$ cat src/sv/fbba_pkg.sv
package fbba_pkg;

	localparam int MAX_BLOCKS = 1024;

	localparam int ADDR_W     = 32;
	localparam int BS_CFG_W   = 16;
	localparam int BS_W       = BS_CFG_W + 1;
	localparam int NB_W       = 11;
	localparam int CMD_W      = 2;
	localparam int STS_W      = 3;
	localparam int CFG_IDX_W  = 2;
	localparam int CFG_DATA_W = 32;

	localparam logic [ADDR_W-1:0] ALIGN_MASK = 32'h0000_0003;

	localparam int WORD_W = (MAX_BLOCKS < 64) ? MAX_BLOCKS / 2 : 32;
	localparam int ROWS   = MAX_BLOCKS / WORD_W;
	localparam int BIT_W  = $clog2(WORD_W);
	localparam int ROW_AW = $clog2(ROWS);
	localparam int IDX_W  = $clog2(MAX_BLOCKS + 1);

	localparam int DIV_STEPS = ADDR_W;
	localparam int DIV_CNT_W = $clog2(DIV_STEPS + 1);

	typedef enum logic [CMD_W-1:0] {
		CMD_ALLOC = 2'd0,
		CMD_FREE  = 2'd1,
		CMD_RESET = 2'd2,
		CMD_NOP   = 2'd3
	} cmd_t;

	typedef enum logic [STS_W-1:0] {
		STS_OK           = 3'd0,
		STS_FULL         = 3'd1,
		STS_MISALIGNED   = 3'd2,
		STS_BELOW        = 3'd3,
		STS_BEYOND       = 3'd4,
		STS_ALREADY_FREE = 3'd5
	} status_t;

	typedef enum logic [CFG_IDX_W-1:0] {
		CFG_BASE  = 2'd0,
		CFG_BSIZE = 2'd1,
		CFG_NBLK  = 2'd2
	} cfg_idx_t;

	typedef enum logic [3:0] {
		ST_CLEAR,
		ST_IDLE,
		ST_ALLOC_RD,
		ST_ALLOC_WR,
		ST_SCAN_RD,
		ST_SCAN_CHK,
		ST_DIV,
		ST_FREE_RD,
		ST_FREE_WR,
		ST_FINISH
	} state_t;

	typedef struct packed {
		logic              start;
		logic [ADDR_W-1:0] dividend;
		logic [BS_W-1:0]   divisor;
	} div_req_t;

	typedef struct packed {
		logic              done;
		logic [ADDR_W-1:0] quotient;
	} div_rsp_t;

	typedef struct packed {
		logic             found;
		logic [BIT_W-1:0] pos;
	} free_pos_t;

	// lowest clear bit at or above the start position
	function automatic free_pos_t find_free(input logic [WORD_W-1:0] row,
		input logic [BIT_W-1:0] from);
		free_pos_t r;
		r.found = 1'b0;
		r.pos   = '0;
		for (int i = WORD_W - 1; i >= 0; i--) begin
			if (!row[i] && (BIT_W'(i) >= from)) begin
				r.found = 1'b1;
				r.pos   = BIT_W'(i);
			end
		end
		return r;
	endfunction

endpackage

$ cat src/sv/fbba_ram.sv
module fbba_ram #(
	parameter int WIDTH = 32,
	parameter int DEPTH = 32
) (
	input  logic                     clk,
	input  logic                     we,
	input  logic [$clog2(DEPTH)-1:0] waddr,
	input  logic [WIDTH-1:0]         wdata,
	input  logic [$clog2(DEPTH)-1:0] raddr,
	output logic [WIDTH-1:0]         rdata
);

	logic [WIDTH-1:0] mem [DEPTH];

	always_ff @(posedge clk) begin
		if (we) begin
			mem[waddr] <= wdata;
		end
		rdata <= mem[raddr];
	end

endmodule

$ cat src/sv/fbba_div.sv
module fbba_div
	import fbba_pkg::*;
(
	input  logic     clk,
	input  logic     arst_n,
	input  div_req_t req,
	output div_rsp_t rsp
);

	logic [ADDR_W-1:0]    dvd_q;
	logic [BS_W-1:0]      rem_q;
	logic [BS_W-1:0]      dsr_q;
	logic [DIV_CNT_W-1:0] cnt_q;
	logic                 run_q;
	logic                 done_q;

	logic [BS_W:0]   rem_sh;
	logic            ge;
	logic [BS_W-1:0] rem_nx;

	// restoring division, one quotient bit a cycle
	always_comb begin
		rem_sh = {rem_q, dvd_q[ADDR_W-1]};
		ge     = rem_sh >= {1'b0, dsr_q};
		rem_nx = ge ? BS_W'(rem_sh - {1'b0, dsr_q}) : BS_W'(rem_sh);
	end

	always_ff @(posedge clk or negedge arst_n) begin
		if (!arst_n) begin
			run_q  <= 1'b0;
			done_q <= 1'b0;
			cnt_q  <= '0;
		end else begin
			done_q <= run_q && (cnt_q == DIV_CNT_W'(1));
			if (req.start) begin
				run_q <= 1'b1;
				cnt_q <= DIV_CNT_W'(DIV_STEPS);
			end else if (run_q) begin
				cnt_q <= cnt_q - DIV_CNT_W'(1);
				if (cnt_q == DIV_CNT_W'(1)) begin
					run_q <= 1'b0;
				end
			end
		end
	end

	always_ff @(posedge clk) begin
		if (req.start) begin
			dvd_q <= req.dividend;
			dsr_q <= req.divisor;
			rem_q <= '0;
		end else if (run_q) begin
			rem_q <= rem_nx;
			dvd_q <= {dvd_q[ADDR_W-2:0], ge};
		end
	end

	assign rsp.done     = done_q;
	assign rsp.quotient = dvd_q;

endmodule

$ cat src/sv/fixed_block_bitmap_allocator_top.sv
// Fixed-size block allocator over a used-bit map kept in a RAM of 32-bit rows. Raise start
// while busy is low to issue a command; exactly one result follows, shown for one cycle with
// done high, and it must be taken in that cycle since it cannot be held off. After reset the
// block is busy while it sweeps the map clear, one row a cycle; a reset-pool command runs the
// same sweep and then answers. An allocate runs a forward search for the next free block,
// reading further map rows as needed, before it answers. A free that passes the alignment and
// base checks runs a 32-step restoring divider, one quotient bit a cycle, and answers after it
// clears the block's bit in its map row, if set, or straight after the divide when the index
// lies beyond the pool; a rejected free, a full pool and the unused command answer without such
// work. Configuration writes are always ready and are to be made while the block is idle.
module fixed_block_bitmap_allocator_top
	import fbba_pkg::*;
(
	input  logic                  clk,
	input  logic                  arst_n,
	input  logic                  start,
	output logic                  busy,
	input  logic [CMD_W-1:0]      command,
	input  logic [ADDR_W-1:0]     address,
	output logic                  done,
	output logic [ADDR_W-1:0]     block_address,
	output logic [STS_W-1:0]      status,
	output logic [NB_W-1:0]       free_blocks,
	input  logic                  cfg_valid,
	output logic                  cfg_ready,
	input  logic [CFG_IDX_W-1:0]  cfg_index,
	input  logic [CFG_DATA_W-1:0] cfg_data
);

	state_t state_q, state_nx;

	logic [ADDR_W-1:0]   base_q;
	logic [BS_CFG_W-1:0] bsize_q;
	logic [NB_W-1:0]     nblk_q;

	logic [IDX_W-1:0]  first_free_q;
	logic [IDX_W-1:0]  used_q;
	logic [IDX_W-1:0]  scan_idx_q;
	logic [IDX_W-1:0]  idx_q;
	logic [WORD_W-1:0] row_q;
	logic              chk_first_q;
	logic [ROW_AW-1:0] clr_row_q;
	logic              resp_q;
	logic [ADDR_W-1:0] prod_q;
	logic [ADDR_W-1:0] baddr_q;
	status_t           status_q;
	logic [NB_W-1:0]   fb_q;
	logic              done_q;

	logic [ADDR_W-1:0] base_eff;
	logic [BS_W-1:0]   bs_round;
	logic [BS_W-1:0]   bs_eff;
	logic [IDX_W-1:0]  nb_eff;
	logic [31:0]       nb_wide;

	logic              accept;
	logic              alloc_full;
	logic              free_mis;
	logic              free_below;
	logic              clr_last;

	logic              ram_we;
	logic [ROW_AW-1:0] ram_waddr;
	logic [WORD_W-1:0] ram_wdata;
	logic [ROW_AW-1:0] ram_raddr;
	logic [WORD_W-1:0] ram_rdata;

	div_req_t div_req;
	div_rsp_t div_rsp;
	logic     div_beyond;

	logic [BIT_W-1:0]  ff_off;
	logic [BIT_W-1:0]  idx_off;
	logic [WORD_W-1:0] alloc_row;
	logic              alloc_bit;
	logic [WORD_W-1:0] free_row;
	logic              free_bit;
	logic [WORD_W-1:0] chk_row;
	free_pos_t         hit;
	logic [IDX_W-1:0]  cand;
	logic [IDX_W:0]    next_base;
	logic              next_end;
	logic [IDX_W-1:0]  fb_calc;

	// effective configuration
	always_comb begin
		base_eff = base_q & ~ALIGN_MASK;
		bs_round = ({1'b0, bsize_q} + BS_W'(3)) & ~BS_W'(3);
		bs_eff   = (bs_round < BS_W'(4)) ? BS_W'(4) : bs_round;
		nb_wide  = 32'(nblk_q);
		nb_eff   = (nb_wide > 32'(MAX_BLOCKS)) ? IDX_W'(MAX_BLOCKS) : IDX_W'(nb_wide);
	end

	assign accept     = start && (state_q == ST_IDLE);
	assign alloc_full = first_free_q >= nb_eff;
	assign free_mis   = (address & ALIGN_MASK) != '0;
	assign free_below = address < base_eff;
	assign clr_last   = clr_row_q == ROW_AW'(ROWS - 1);
	assign div_beyond = div_rsp.quotient >= 32'(nb_eff);

	always_comb begin
		ff_off    = first_free_q[BIT_W-1:0];
		idx_off   = idx_q[BIT_W-1:0];
		alloc_bit = ram_rdata[ff_off];
		alloc_row = ram_rdata | (WORD_W'(1) << ff_off);
		free_bit  = ram_rdata[idx_off];
		free_row  = ram_rdata & ~(WORD_W'(1) << idx_off);
		chk_row   = chk_first_q ? row_q : ram_rdata;
		hit       = find_free(chk_row, scan_idx_q[BIT_W-1:0]);
		cand      = {scan_idx_q[IDX_W-1:BIT_W], hit.pos};
		next_base = {1'b0, scan_idx_q[IDX_W-1:BIT_W], {BIT_W{1'b0}}} + (IDX_W+1)'(WORD_W);
		next_end  = next_base >= {1'b0, nb_eff};
		fb_calc   = (nb_eff > used_q) ? (nb_eff - used_q) : '0;
	end

	// next state
	always_comb begin
		state_nx = state_q;
		case (state_q)
			ST_CLEAR: begin
				if (clr_last) begin
					state_nx = resp_q ? ST_FINISH : ST_IDLE;
				end
			end
			ST_IDLE: begin
				if (start) begin
					case (cmd_t'(command))
						CMD_ALLOC: state_nx = alloc_full ? ST_FINISH : ST_ALLOC_RD;
						CMD_FREE:  state_nx = (free_mis || free_below) ? ST_FINISH : ST_DIV;
						CMD_RESET: state_nx = ST_CLEAR;
						default:   state_nx = ST_FINISH;
					endcase
				end
			end
			ST_ALLOC_RD: state_nx = ST_ALLOC_WR;
			ST_ALLOC_WR: state_nx = ST_SCAN_CHK;
			ST_SCAN_RD:  state_nx = ST_SCAN_CHK;
			ST_SCAN_CHK: begin
				if (hit.found || next_end) begin
					state_nx = ST_FINISH;
				end else begin
					state_nx = ST_SCAN_RD;
				end
			end
			ST_DIV: begin
				if (div_rsp.done) begin
					state_nx = div_beyond ? ST_FINISH : ST_FREE_RD;
				end
			end
			ST_FREE_RD: state_nx = ST_FREE_WR;
			ST_FREE_WR: state_nx = ST_FINISH;
			ST_FINISH:  state_nx = ST_IDLE;
			default:    state_nx = ST_IDLE;
		endcase
	end

	// memory and divider controls
	always_comb begin
		ram_we    = 1'b0;
		ram_waddr = '0;
		ram_wdata = '0;
		ram_raddr = '0;
		div_req.start    = 1'b0;
		div_req.dividend = address - base_eff;
		div_req.divisor  = bs_eff;
		case (state_q)
			ST_CLEAR: begin
				ram_we    = 1'b1;
				ram_waddr = clr_row_q;
			end
			ST_IDLE: begin
				div_req.start = start && (cmd_t'(command) == CMD_FREE)
					&& !free_mis && !free_below;
			end
			ST_ALLOC_RD: ram_raddr = first_free_q[BIT_W+ROW_AW-1:BIT_W];
			ST_ALLOC_WR: begin
				ram_we    = 1'b1;
				ram_waddr = first_free_q[BIT_W+ROW_AW-1:BIT_W];
				ram_wdata = alloc_row;
			end
			ST_SCAN_RD: ram_raddr = scan_idx_q[BIT_W+ROW_AW-1:BIT_W];
			ST_FREE_RD: ram_raddr = idx_q[BIT_W+ROW_AW-1:BIT_W];
			ST_FREE_WR: begin
				ram_we    = free_bit;
				ram_waddr = idx_q[BIT_W+ROW_AW-1:BIT_W];
				ram_wdata = free_row;
			end
			default: begin
				ram_we = 1'b0;
			end
		endcase
	end

	always_ff @(posedge clk or negedge arst_n) begin
		if (!arst_n) begin
			state_q      <= ST_CLEAR;
			base_q       <= '0;
			bsize_q      <= BS_CFG_W'(4);
			nblk_q       <= NB_W'(1024);
			first_free_q <= '0;
			used_q       <= '0;
			clr_row_q    <= '0;
			resp_q       <= 1'b0;
			chk_first_q  <= 1'b0;
			done_q       <= 1'b0;
		end else begin
			state_q <= state_nx;
			done_q  <= 1'b0;
			if (cfg_valid) begin
				case (cfg_idx_t'(cfg_index))
					CFG_BASE:  base_q  <= cfg_data;
					CFG_BSIZE: bsize_q <= cfg_data[BS_CFG_W-1:0];
					CFG_NBLK:  nblk_q  <= cfg_data[NB_W-1:0];
					default:   ;
				endcase
			end
			case (state_q)
				ST_CLEAR: clr_row_q <= clr_row_q + ROW_AW'(1);
				ST_IDLE: begin
					if (accept && (cmd_t'(command) == CMD_RESET)) begin
						first_free_q <= '0;
						used_q       <= '0;
						clr_row_q    <= '0;
						resp_q       <= 1'b1;
					end
				end
				ST_ALLOC_WR: begin
					if (!alloc_bit) begin
						used_q <= used_q + IDX_W'(1);
					end
					chk_first_q <= 1'b1;
				end
				ST_SCAN_CHK: begin
					chk_first_q <= 1'b0;
					if (hit.found) begin
						first_free_q <= (cand < nb_eff) ? cand : nb_eff;
					end else if (next_end) begin
						first_free_q <= nb_eff;
					end
				end
				ST_FREE_WR: begin
					if (free_bit) begin
						if (used_q != '0) begin
							used_q <= used_q - IDX_W'(1);
						end
						if (idx_q < first_free_q) begin
							first_free_q <= idx_q;
						end
					end
				end
				ST_FINISH: done_q <= 1'b1;
				default: ;
			endcase
		end
	end

	// result and working payload
	always_ff @(posedge clk) begin
		case (state_q)
			ST_IDLE: begin
				if (accept) begin
					baddr_q  <= '0;
					status_q <= STS_OK;
					prod_q   <= 32'(first_free_q) * 32'(bs_eff);
					case (cmd_t'(command))
						CMD_ALLOC: begin
							if (alloc_full) begin
								status_q <= STS_FULL;
							end
						end
						CMD_FREE: begin
							if (free_mis) begin
								status_q <= STS_MISALIGNED;
							end else if (free_below) begin
								status_q <= STS_BELOW;
							end
						end
						default: ;
					endcase
				end
			end
			ST_ALLOC_WR: begin
				baddr_q    <= base_eff + prod_q;
				row_q      <= alloc_row;
				scan_idx_q <= first_free_q;
			end
			ST_SCAN_CHK: begin
				if (!hit.found && !next_end) begin
					scan_idx_q <= next_base[IDX_W-1:0];
				end
			end
			ST_DIV: begin
				if (div_rsp.done) begin
					idx_q <= div_rsp.quotient[IDX_W-1:0];
					if (div_beyond) begin
						status_q <= STS_BEYOND;
					end
				end
			end
			ST_FREE_WR: begin
				if (!free_bit) begin
					status_q <= STS_ALREADY_FREE;
				end
			end
			ST_FINISH: fb_q <= NB_W'(fb_calc);
			default: ;
		endcase
	end

	fbba_ram #(
		.WIDTH(WORD_W),
		.DEPTH(ROWS)
	) u_map (
		.clk  (clk),
		.we   (ram_we),
		.waddr(ram_waddr),
		.wdata(ram_wdata),
		.raddr(ram_raddr),
		.rdata(ram_rdata)
	);

	fbba_div u_div (
		.clk   (clk),
		.arst_n(arst_n),
		.req   (div_req),
		.rsp   (div_rsp)
	);

	assign busy          = state_q != ST_IDLE;
	assign cfg_ready     = 1'b1;
	assign done          = done_q;
	assign block_address = baddr_q;
	assign status        = status_q;
	assign free_blocks   = fb_q;

endmodule

$ cat config.mk
export PLATFORM = sky130hd
export DESIGN_NAME = fixed_block_bitmap_allocator_top
export DESIGN_NICKNAME = d
export VERILOG_FILES = /design/src/sv/fbba_pkg.sv /design/src/sv/fbba_ram.sv /design/src/sv/fbba_div.sv /design/src/sv/fixed_block_bitmap_allocator_top.sv
export SDC_FILE = /design/constraint.sdc
export NUM_CORES = 2
export LEC_CHECK = 0
export BUFFER_PORTS_ARGS = -buffer_cell sky130_fd_sc_hd__buf_2
export CORE_MARGIN = 8
export CORE_UTILIZATION = 36
export CTS_CLUSTER_SIZE = 25
export DETAILED_ROUTE_END_ITERATION = 8
export PLACE_DENSITY = 0.63
export SYNTH_ARGS = -nofsm -noshare
export SYNTH_HDL_FRONTEND = slang
export SYNTH_HIERARCHICAL = 1
export SYNTH_SLANG_ARGS = --single-unit
$ cat constraint.sdc
create_clock -name clk -period 6.42 [get_ports clk]
set_input_delay 0.321 -clock clk [delete_from_list [all_inputs] [get_ports clk]]
set_output_delay 0.321 -clock clk [all_outputs]
set_load 0.05 [all_outputs]
Word level (Yosys, flattened, before mapping)
Memory sizes are Yosys's and may differ from the RTL's. A register that Yosys moved wholly into a read port is not among the register bits.
Cells that the tools add are included.
W data, S select, Z words.

word-level totals
  register bits = 295
  output and inout port bits = 49
  word-level logic and storage cells = 309
  memory bits (writable) = 1,024
  memories kept = 1

memories
  memory     depth  width  rd ports  clocked after Yosys merged registers in  wr ports  RTL line        text
  u_map.mem  32     32     1         1                                        1         fbba_ram.sv:13  logic [WIDTH-1:0] mem [DEPTH];

cells by class
  muxes and demuxes = 92
  $add $sub $neg = 10
  reductions and logical operators = 104
  bitwise operators = 3
  shifts and indexed selects = 2
  multipliers = 1
  equal/unequal tests = 29
  magnitude comparators = 44

operators by type and width
  kind                    count
  $mux W6                 34
  $mux W32                4
  $pmux W32 S2            2
  $mux W11                11
  $ge A5 B5 Y1 const A    16
  $pmux W11 S3            2
  $shl A1 B5 Y32 const A  2
  $ge A4 B5 Y1 const A    8
  $logic_and A1 B1 Y1     39
  $logic_not A1 Y1        36
  $mux W17                2
  $add A32 B28 Y32        1
  $and A32 B32 Y32        1
  $ge A32 B11 Y1          1
  $lt A32 B32 Y1          1
  $mux W4                 8
  $not A32 Y32            1
  $or A32 B32 Y32         1
  $pmux W4 S8             1
  $reduce_bool A32 Y1     1
  $sub A32 B32 Y32        1
  $pmux W5 S3             2
  $mul A11 B17 Y28        1
  $lt A11 B11 Y1          2
  51 further kinds        107

Depth between registers and ports, before layout
  depth after elaboration = 39
  gate-level depth with buffers = 27

By module
The synthesis kept the hierarchy.

by module, submodules not included
  module                            cells an instance  instances  area an instance (µm²)
  fbba_ram                          2,260              1          40,492.6
  fixed_block_bitmap_allocator_top  2,276              1          20,971.4
  fbba_div                          355                1          3,941.3

Least setup slack after synthesis
OpenSTA, ideal clock, no wires.

  kind = reg2reg
  start point = register bsize_q[2]
  end point = register prod_q[27] (data pin)
  cell stages (with the launch flop) = 25
  setup time = 0.260 ns
  arrival = 6.409 ns
  data required time = 6.160 ns
  path slack = -0.248 ns
  path buffers = 1
  path through = dfstp_2 > o21a_1 > nand4_1 > nor2_1 > nand3_1 > nor2_1 > nand3_1 > nor2_1 > nand3_1 > xnor2_1 > clkbuf_1 > nand2_1 > fa_1 > inv_1 > fa_1 > fa_1 > fa_1 > fa_1 > ha_1 > and3_1 > a311o_1 > a21oi_1 > o31a_1 > o21bai_1 > xnor2_1

on the way
  cells in the longest elaborated chain, start to end = 4

ends and longest elaborated chain
  what                    RTL line                                 text
  start, declared         fixed_block_bitmap_allocator_top.sv:33   logic [BS_CFG_W-1:0] bsize_q;
  start signal, assigned  fixed_block_bitmap_allocator_top.sv:212  CFG_BSIZE: bsize_q <= cfg_data[BS_CFG_W-1:0];
  $add A16 B2 Y17 (*)     fixed_block_bitmap_allocator_top.sv:88   bs_round = ({1'b0, bsize_q} + BS_W'(3)) & ~BS_W'(3);
  $lt A17 B3 Y1           fixed_block_bitmap_allocator_top.sv:89   bs_eff = (bs_round < BS_W'(4)) ? BS_W'(4) : bs_round;
  $mux W17 (*)            fixed_block_bitmap_allocator_top.sv:89
  net bs_eff[15]          fixed_block_bitmap_allocator_top.sv:52   logic [BS_W-1:0] bs_eff;
  $mul A11 B17 Y28 (*)    fixed_block_bitmap_allocator_top.sv:264  prod_q <= 32'(first_free_q) * 32'(bs_eff);
  end signal, assigned    fixed_block_bitmap_allocator_top.sv:264
  end, declared           fixed_block_bitmap_allocator_top.sv:44   logic [ADDR_W-1:0] prod_q;

Mark *: on every way through the listed nets, which the timed path passes. The rest lies on a longest branch.
A chain may end at the register's enable or synchronous reset.

Worst setup path after layout
  start point = register bsize_q[2]
  end point = register prod_q[27] (data pin)

on the way
  cells in the longest elaborated chain, start to end = 4

ends and longest elaborated chain
  what                  RTL line
  $add A16 B2 Y17 (*)   fixed_block_bitmap_allocator_top.sv:88
  $lt A17 B3 Y1         fixed_block_bitmap_allocator_top.sv:89
  $mux W17 (*)          fixed_block_bitmap_allocator_top.sv:89
  $mul A11 B17 Y28 (*)  fixed_block_bitmap_allocator_top.sv:264

Mark *: on every way between the ends. The rest lies on a longest branch, timed or not.

==> results.yml <==
clocking:
  cts_root_buf: "clkbuf_16"
  numCtsBuffers: 144
  cts_tree: "built"
  cts_buffer_depth: 3
  cts.htree.levels: 4
  clkSinkCount: 1345
  clkLatencyLatePin_ns: 0.79
  clk_pin_slew_worst_paths_ns: 0.06
power:
  p_leak_nw: 26.4
  powerDensity_mw_per_mm2: 408
  peakVddDrop_mv: 0.271
detailed_routing:
  wl_mm: 181
  vias_per_cell: 5.43
  routedWlPerCell_um: 23.7
  first_iter_violations: 4049
  met3WireLength_mm: 12.8
  highest_layer: "met4"
  met2RoutedLength_mm: 84.8
  dr_total_vias: 41500
  drc_errors: 0
  drt-pass1-iter-count: 6
  met1_length_mm: 78.3
  antenna_left: 0
sta:
  slew-limit-headroom_pct: 22.2
  max_freq_mhz: 157
  finalMaxSlewViolations: 0
  worst_slew_pin_slew_ns: 1.16
  min_period_ns: 6.36
  hold_viol: 0
  whs_ns: 0.182
  rsz0062_at_grt: "true"
  clock_skew_ns: 0.0649
  setup_viol: 0
  fin_crit_sh_pct: 99.0
floorplan:
  ios: 121
  die_h_um: 442
  dieWidth_um: 442
  num_rows: 156
  initial_core_util_pct: 36.2
  die_area_mm2: 0.196
  core_mm2: 0.181
global_route:
  grt.total_usage_pct: 17.8
  grt_pass1_wl_mm: 267
  grt_start_max_net_pins: 71
  grt_antenna_before_repair: 2
  grt_pass1_vias: 40800
  gr-total-overflow: 0
final_layout:
  nets: 5547
  drive_gt1_share_pct: 13.4
  antenna_cells: 0
  fin_util_pct: 41.4
  final_area_mm2: 0.0749
  layout_common_cells: "edfxtp_1 (1197), mux2i_1 (557), nand2_1 (443)"
  areaGrowthSynthToFinish_pct: 14.5
  final_common_cell: "edfxtp_1"
  fillCellCount: 16500
synth:
  yosys_warnings: 6
  synth_seq_cells: 1345
  avgSynthCellArea_um2: 13.4
  synthFlopType: "edfxtp_1"
  syn_inst: 4891
  synth-edff-count: 1197
  synth.distinct_cells: 95
  async_flop_share_pct: 7.36
  synthTopCellsByArea: "edfxtp_1 (55%), mux2i_1 (8.5%), ha_1 (4.0%)"
  syn-cell-area_mm2: 0.0654
  synth_top_area_share_pct: 55.0
  seq_area_frac_synth_pct: 60.2
  yosysTopAreaCell: "edfxtp_1"
place:
  dpl_cell_area_mm2: 0.0694
  io_buffers: 117
  gp_congestion: 0.917
  hpwlAfterDp_mm: 117
setup_path:
  startpoint_type: "flip-flop"
  critPathKind: "reg2reg"
  cpMostUsedCell: "fa_1"
  timing.rr.start: "bsize_q[2]"
  crit_cells: 26
  crit_family: "adder cells"
  cp-end-kind: "flip-flop"
  critPathMaxStageDelay_ns: 0.55
  startpoint: "bsize_q[2]"
  cp.arrival_ns: 6.88
  reg2reg_depth: 26
  worstPathRequired_ns: 6.94
  crit_path_top_delay_cell: "fa_1"
  cp_num_buf_inv: 5
  path_max_fanout: 3
worst_hold_path:
  hold_depth: 4
  hold_class: "in2reg"
  min_from: "address[14]"
run_status:
  status: "finished clean"
run:
  maxCapViolations: 0
[flip-flops by register name, summed over array words and instances (netlist names), 16 cells and up]
register / flops
prod_q: 26
row_q: 32
bsize_q: 16
u_div/rem_q: 17
u_div/dsr_q: 17
u_map/rdata: 32
base_q: 30
u_div/dvd_q: 32
block_address: 30
u_map/mem: 1024
[cells by family after synthesis]
| kind of cell | share of synthesized area, % |
|---|---|
| and+or+nand+nor | 7.68 |
| xor gates and xnor gates | 1.54 |
| other | 0.0115 |
| buffers and inverters | 3.59 |
| adders and majority gates | 7.74 |
| DFF | 60.2 |
| AOI/OAI and AO/OA | 8.97 |
| muxes | 10.2 |
[final timing paths]
| path | end | slack, ns |
|---|---|---|
| setup / recovery | prod_q[27] | 0.06 |
| hold / removal | u_div/dvd_q[14] | 0.18 |
| setup reg to reg | prod_q[27] | 0.06 |
| hold reg to reg | u_div/rem_q[7] | 0.47 |
| max in group asynchronous | chk_first_q | 5.03 |
| min in group asynchronous | base_q[22] | 0.26 |
[cells in the mapped netlist (14+ instances only)]
library cell  number
nor3_1            94
o31ai_1           22
xor2_1            38
a21oi_1          217
xnor2_1           77
buf_6             28
mux2_2            69
nand4_1           15
o21ai_1           18
fa_1             121
nand2_1          446
nor2b_1           22
a211oi_1          19
nor2_1           178
o21ai_0          116
a31oi_1           50
or3_1             15
o21bai_1          14
a22oi_1          102
nor4_1            14
nand3_1          139
ha_1             210
edfxtp_1        1197
a21o_1            71
dfrtp_1           97
buf_4             40
clkbuf_1         112
o211ai_1          48
dfxtp_1           49
a22o_1            65
nand2b_1          37
inv_1            261
mux4_2            15
and2_1            66
mux2i_1          557
buf_2             39
o21a_1            23
[area by class of cell]
cell class / count / area [um^2] / area share [%]
inverters: 264 / 998 / 1.33
clock inverters: 69 / 774 / 1.03
clock buffers: 197 / 3960 / 5.28
repair buffers: 339 / 2620 / 3.49
multi-input cells: 3050 / 24200 / 32.3
flip-flops and latches: 1345 / 39400 / 52.6
well taps: 2370 / 2970 / 3.96
[per-stage QoR]
stage	power [mW]	setup TNS (ns)	setup slack, ns	instances
6_report	30.5	0	0.0620	7634
5_1_grt	32.1	-0.770	-0.222	7634
3_5_place_dp	22.1	-0.799	-0.229	7314
2_1_floorplan	18.6	0	0.0128	4894
3_3_place_gp	22.0	-0.690	-0.203	7314
4_1_cts	30.5	-0.00478	-0.00478	7625
[per-layer routing]
layer | global-route usage, % | vias up
met5 | 0 | -
met1 | 24.4 | 21000
met4 | 4.80 | 0
met3 | 3.20 | 263
met2 | 29.1 | 1458
li1 | - | 18700
[repair_timing]
item	in CTS	in global routing
hold buffers	38	0
endpoints found under the setup margin	5	10
endpoints found under the hold margin	132	0
pin swaps	7	32
resized for setup	13	33
setup buffers	7	9
[worst min-delay path: stages]
cell and delay, ns:
buf_2 0.10, ha_1 0.15, xor2_1 0.13, mux2_2 0.16
[power breakdown]
group | total, mW | internal (mW) | switching, mW
clock | 8.22 | 4.67 | 3.55
sequential | 12.1 | 11.3 | 0.863
combinational | 10.2 | 3.85 | 6.33
total | 30.5 | 19.8 | 10.7
Power figures use the tool's default switching activity.
